===== config.mk =====
export PLATFORM = sky130hd
export DESIGN_NAME = spdp_result_fifo
export DESIGN_NICKNAME = d
export VERILOG_FILES = /design/src/rtl/spdp_pkg.sv /design/src/rtl/spdp_result_fifo.sv
export SDC_FILE = /design/constraint.sdc
export NUM_CORES = 2
export LEC_CHECK = 0
export BUFFER_PORTS_ARGS = -buffer_cell sky130_fd_sc_hd__buf_2
export CORE_ASPECT_RATIO = 0.5
export CORE_UTILIZATION = 40
export DETAILED_ROUTE_END_ITERATION = 10
export GPL_ROUTABILITY_DRIVEN = 1
export PLACE_DENSITY_LB_ADDON = 0.1
export SETUP_SLACK_MARGIN = 0.1
export SYNTH_ARGS = -nofsm -noshare
export SYNTH_HDL_FRONTEND = slang
export SYNTH_SLANG_ARGS = --single-unit

===== constraint.sdc =====
create_clock -name clk -period 28.4 [get_ports clk]
set_clock_uncertainty 0.2 [all_clocks]
set_input_delay 4.26 -clock clk [delete_from_list [all_inputs] [get_ports clk]]
set_output_delay 4.26 -clock clk [all_outputs]
set_load 0.1 [all_outputs]

===== src/rtl/spdp_pkg.sv =====
package spdp_pkg;

  // Fixed shape of one item
  localparam int Lanes       = 8;
  localparam int Projections = 6;
  localparam int ElemBits    = 16;
  localparam int ProdBits    = 2 * ElemBits;
  localparam int LaneSumBits = ProdBits + $clog2(Lanes);
  localparam int AccBits     = 48;

  // Field and register widths
  localparam int CommandBits  = 1;
  localparam int ProjBits     = 3;
  localparam int ChunkBits    = 7;
  localparam int ChunkCfgBits = 8;
  localparam int VecCountBits = 16;
  localparam int CfgIndexBits = 1;
  localparam int CfgDataBits  = 16;

  // Result queue between the accumulators and the output port
  localparam int ResultDepth = 8;
  localparam int ResPtrBits  = $clog2(ResultDepth);
  localparam int ResCntBits  = ResPtrBits + 1;

  typedef enum logic [CommandBits-1:0] {
    CmdLoad = 1'b0,
    CmdData = 1'b1
  } command_e;

  typedef enum logic [CfgIndexBits-1:0] {
    CfgChunksPerVector = 1'b0,
    CfgVectorCount     = 1'b1
  } cfg_reg_e;

  typedef logic signed [ElemBits-1:0] elem_t;
  typedef elem_t [Lanes-1:0] lane_vec_t;
  typedef logic signed [AccBits-1:0] acc_t;
  typedef acc_t [Projections-1:0] sum_vec_t;

  // Control that travels alongside a data chunk through the lanes
  typedef struct packed {
    logic valid;
    logic last_chunk;
    logic last_vector;
  } stage_ctl_t;

  typedef struct packed {
    sum_vec_t sums;
    logic     last_vector;
  } result_t;

endpackage


===== src/rtl/spdp_result_fifo.sv =====
module spdp_result_fifo
  import spdp_pkg::*;
(
  input  logic    clk,
  input  logic    rst,
  input  logic    wr_en,
  input  result_t wr_data,
  input  logic    rd_en,
  output logic    rd_valid,
  output result_t rd_data
);

  result_t               mem [ResultDepth];
  logic [ResPtrBits-1:0] wr_ptr;
  logic [ResPtrBits-1:0] rd_ptr;
  logic [ResCntBits-1:0] count;

  assign rd_valid = (count != '0);
  assign rd_data  = mem[rd_ptr];

  // Store finished results; room is guaranteed by the input credit
  always_ff @(posedge clk) begin
    if (wr_en) begin
      mem[wr_ptr] <= wr_data;
    end
  end

  // Advance pointers and occupancy
  always_ff @(posedge clk) begin
    if (rst) begin
      wr_ptr <= '0;
      rd_ptr <= '0;
      count  <= '0;
    end else begin
      if (wr_en) begin
        wr_ptr <= wr_ptr + 1'b1;
      end
      if (rd_en) begin
        rd_ptr <= rd_ptr + 1'b1;
      end
      case ({wr_en, rd_en})
        2'b10:   count <= count + 1'b1;
        2'b01:   count <= count - 1'b1;
        default: count <= count;
      endcase
    end
  end

endmodule


**Word-level counts from Yosys, hierarchy flattened**

Memories as Yosys holds them, arrays and structs flattened. A register that Yosys moved wholly into a read port is not among the register bits.
Index checks and enable logic that the tools add are counted.

- Reductions and logical operators: 2
- $add $sub $neg: 4
- Equality and inequality tests: 2
- Multiplexer cells: 5

Operator list:

| kind | count |
|---|---|
| $pmux W4 S2 | 1 |
| $add A3 B1 Y3 const B | 2 |
| $mux W3 | 2 |
| $add A4 B1 Y4 const B | 1 |
| $reduce_bool A4 Y1 | 1 |
| $sub A4 B1 Y4 const B | 1 |
| $eq A2 B1 Y1 const B | 1 |
| $eq A2 B2 Y1 const B | 1 |
| $mux W1 | 2 |
| $reduce_bool A2 Y1 | 1 |

- Bits of input ports: 293
- Output and inout bits: 290
- Register bits: 10
- RAM bits: 2312
- Logic and storage cells: 17
- Memories: 1

Memory list:

| memory | depth | width | rd ports | clocked after Yosys merged registers in | write ports | line | text |
|---|---|---|---|---|---|---|---|
| mem | 8 | 289 | 1 | 1 | 1 | spdp_result_fifo.sv:13 | `result_t mem [ResultDepth];` |

**Longest topological paths before layout**

- Word-level depth: 3
- Depth in mapped cells: 8
- Gate-level depth less buffers: 8

**Worst setup path after synthesis**

No wires, ideal clock.

- Path kind: input-to-reg
- Start point: input port wr_en
- End point: memory mem[0][0] (netlist bit) (enable)
- Setup time: 1.294 ns
- Arrival: 23.784 ns
- Slack: 3.123 ns
- Stages: 2
- Cells stage by stage: nand2b_1 > nor3_1

- Cells in the longest elaborated chain, start to end: 2

Ends and longest elaborated chain:

| element | line | text |
|---|---|---|
| from (decl) | spdp_result_fifo.sv:6 | `input logic wr_en,` |
| $mux W1 | spdp_result_fifo.sv:23 | `if (wr_en) begin` |
| $mux W1 (implied by the code) | spdp_result_fifo.sv:24 | `mem[wr_ptr] <= wr_data;` |
| to (decl) | spdp_result_fifo.sv:13 |  |

Every way passes these cells.

==> run_results.csv <==
group,metric,value,unit
critical_path,critPathArrivalTime,6.34,ns
clock_network,cts.sinks,2325,
place,detailed_place_hpwl,109000,microns
power_and_ir_drop,powerDensity,77.9,nW/um^2
floorplan,die_h,332,microns
sta,finalSetupViolations,0,
clock_network,clk_latency,0.84,ns
critical_path,crit_buf_inv,5,
power_and_ir_drop,switchingPower,0.00209,W
critical_path,ff2ff_path_depth,6,
floorplan,start_util,40.5,%
critical_path,timing.rr.end,"mem[3][227]$_DFFE_PP_",
run,drv_cap,0,
cells_and_area,final_layout_size_suffix_gt1_share,42.9,%
drt,drtPass1Iterations,5,
clock_network,cts_root_buffer,"clkbuf_16",
drt,vias,37900,
critical_path,crit_fanout,49,
power_and_ir_drop,p_int,0.00573,W
grt,grt_pass1_wl,288000,microns
grt,grt_start_max_net_pins,136,
floorplan,die_area,220000,sq um
power_and_ir_drop,combPwrFrac,14.0,%
sta,slew_viol_final,0,
hold_path,hp-class,"reg2reg",
sta,fin_setup_tns,0,ns
critical_path,slowest_stage,"buf_4",
sta,whs,0.349,ns
power_and_ir_drop,seqPwrFrac,49.7,%
power_and_ir_drop,vdd_ir_drop_max,0.0454,mV
critical_path,r2r_setup_slack,23.11,ns
floorplan,die_x,663,microns
critical_path,cp_num_cells,7,
yosys,synth_cell_types,25,
drt,wl_per_cell,27.7,microns
yosys,synth_nets,3706,
grt,grt_pass1_vias,40900,
yosys,avgSynthCellArea,25.6,sq um
drt,drt-initial-drc-count,2360,
clock_network,cts_buffer_depth,4,
drt,viasPerCell,5.29,
place,place.gp.congestion,0.701,
yosys,ys_warn_count,0,
critical_path,slowest_delay,0.88,ns
drt,ant_nets,0,
yosys,ys_ff_latch,2325,
clock_network,path_clk_slew,0.07,ns
cells_and_area,syn2layout_area_growth,14.9,%
drt,drc,0,
grt,grt_overflow,0,
critical_path,endpoint,"rd_data[233]",
clock_network,cts-resized-gates,0,
floorplan,placement_rows,120,
clock_network,postCtsSetupBuffers,0,
sta,fmax,0.0926,GHz
yosys,syn_inst,3408,
yosys,syn_area,87300,sq um
sta,max_slew.worst_pin.slew,1.18,ns
cells_and_area,fin_nets,4416,
critical_path,cp_cell_sequence,"buf_4, buf_4, buf_4, buf_4, mux4_2, mux2_2, buf_2",
critical_path,crit_type,"reg2out",
power_and_ir_drop,power_frac_clock,36.3,%
critical_path,required,23.94,ns
sta,fin_crit,10.80,ns
cells_and_area,nFillCells,17800,
clock_network,cts_buffers,214,
sta,rsz0062_at_grt,"false",
critical_path,start_kind,"register",
floorplan,core_region_area,215000,sq um
power_and_ir_drop,power.leakage,31.5,nW
clock_network,htreeDepth,4,
clock_network,postCtsHoldBufs,0,
critical_path,crit_top_cell,"buf_4",
sta,slew_headroom,21.1,%
sta,fin_crit_sh,38.0,%
floorplan,ios,583,
clock_network,cts_tree,"built",
grt,grt_usage,17.9,%
critical_path,worstSetupEndpointType,"output pin",
grt,antenna_found_initial,80,
place,portBuffers,582,
sta,hold_viol_final,0,
drt,routed_wl,199000,microns
outcome,status,"finished clean",
critical_path,critPathTopFamily,"buffers and inverters",
power_and_ir_drop,switching_share,26.7,%
critical_path,r2r-start,"wr_ptr[0]$_SDFFE_PP0P_",
yosys,ys_seq_area_share,79.8,%
==> cell usage in the layout (no fill, tap or decap), types with 2 or more instances in the layout <==
cell	n
a21oi_1	2
buf_12	9
buf_2	582
buf_4	65
bufinv_16	21
clkbuf_1	43
clkbuf_16	215
clkbuf_8	2
clkinv_1	39
clkinv_2	45
clkinv_4	7
clkinvlp_4	6
dfxtp_1	10
dfxtp_4	3
diode_2	16
edfxtp_1	2312
ha_1	5
inv_6	5
mux2_2	291
mux2i_1	3
mux4_2	578
nand2_1	5
nand2b_1	3
nor2_1	10
nor2_4	6
nor3_2	2
xnor2_1	2
xor2_1	5
==> state kept, by name, indices dropped and copies added, names as in the netlist, named ones only <==
name	cells
mem	2312
count	4
rd_ptr	3
wr_ptr	3
==> metal layers <==
layer | vias up | GRT usage (%) | share of wire [%] | routed length (microns)
li1 | 16200 | - | - | -
met5 | - | 0 | 0.039 | 77
met4 | 12 | 5.01 | 2.7 | 5310
met1 | 20700 | 22.6 | 41 | 80700
met3 | 391 | 2.97 | 3.4 | 6860
met2 | 701 | 32.1 | 53 | 106000
==> power by group through the flow <==
stage	sequential, W	combinational, W	clock, W
after CTS	0.00389	0.00112	0.00292
after global routing	0.00389	0.00114	0.00305
final	0.00389	0.00109	0.00284
after floorplan	0.00400	0.000876	0
after detailed placement	0.00396	0.00112	0
after global placement	0.00396	0.00111	0
==> worst min-delay path by stage <==
stage                             end  cells past startpoint              startpoint
2_1_floorplan                register                      2  rd_ptr[2]$_SDFFE_PP0P_
3_3_place_gp                 register                      2  rd_ptr[2]$_SDFFE_PP0P_
3_5_place_dp                 register                      2  rd_ptr[2]$_SDFFE_PP0P_
4_1_cts        rd_ptr[2]$_SDFFE_PP0P_                      2  rd_ptr[2]$_SDFFE_PP0P_
5_1_grt        rd_ptr[2]$_SDFFE_PP0P_                      2  rd_ptr[2]$_SDFFE_PP0P_
6_report                     register                      2  rd_ptr[1]$_SDFFE_PP0P_
==> area by class of cell <==
class / count / area (sq um) / share of cell area, %
diodes: 16 / 40.0 / 0.0399
clock buffers: 260 / 5570 / 5.55
clock inverters: 123 / 1150 / 1.15
inverters: 1 / 3.75 / 0.00374
multi-input cells: 920 / 16700 / 16.6
flip-flops and latches: 2325 / 69700 / 69.5
well taps: 2867 / 3590 / 3.58
repair buffers: 656 / 3580 / 3.57
==> synthesized netlist by cell type (all sizes together) <==
cell / instances / area share (%)
edfxtp: 2312 / 80
o21ai: 1 / 0.0057
nor2b: 1 / 0.0072
a41oi: 1 / 0.010
dfxtp: 13 / 0.30
mux4: 578 / 15
ha: 5 / 0.072
or3: 1 / 0.0072
mux2i: 3 / 0.034
nand2: 5 / 0.021
nor4b: 1 / 0.010
xnor2: 2 / 0.020
xor2: 5 / 0.050
nor2: 16 / 0.069
nand2b: 3 / 0.021
clkbuf: 60 / 0.26
inv: 1 / 0.0043
buf: 102 / 0.88
o41ai: 1 / 0.010
nor3: 3 / 0.017
a21oi: 2 / 0.011
mux2: 291 / 3.8
or4: 1 / 0.0086
==> worst min-delay path: stages, from the launching register on <==
cell and delay, ns:
dfxtp_1 0.31, mux2i_1 0.12, nor2_1 0.07
==> logic make-up after synthesis <==
logic type	Yosys count	synth area share (%)
xor gates and xnor gates	7	0.0702
AOI/OAI and AO/OA	5	0.0373
DFF	2325	79.8
and+or+nand+nor	31	0.162
adders and majority gates	5	0.0717
muxes	872	18.7
buffers and inverters	163	1.14
==> stage by stage <==
stage          setup slack [ns]  cell area [sq um]  cells  power [W]  util (%)
3_5_place_dp              18.16              93500   6769    0.00508      43.4
4_1_cts                   17.20             100000   7152    0.00793      46.5
6_report                  17.60             100000   7168    0.00782      46.6
2_1_floorplan              3.12              87300   3408    0.00488         -
3_3_place_gp              18.18              93500   6769    0.00507      43.4
5_1_grt                   16.86             100000   7165    0.00808      46.6
No activity file was read; power rests on OpenSTA's default activity.
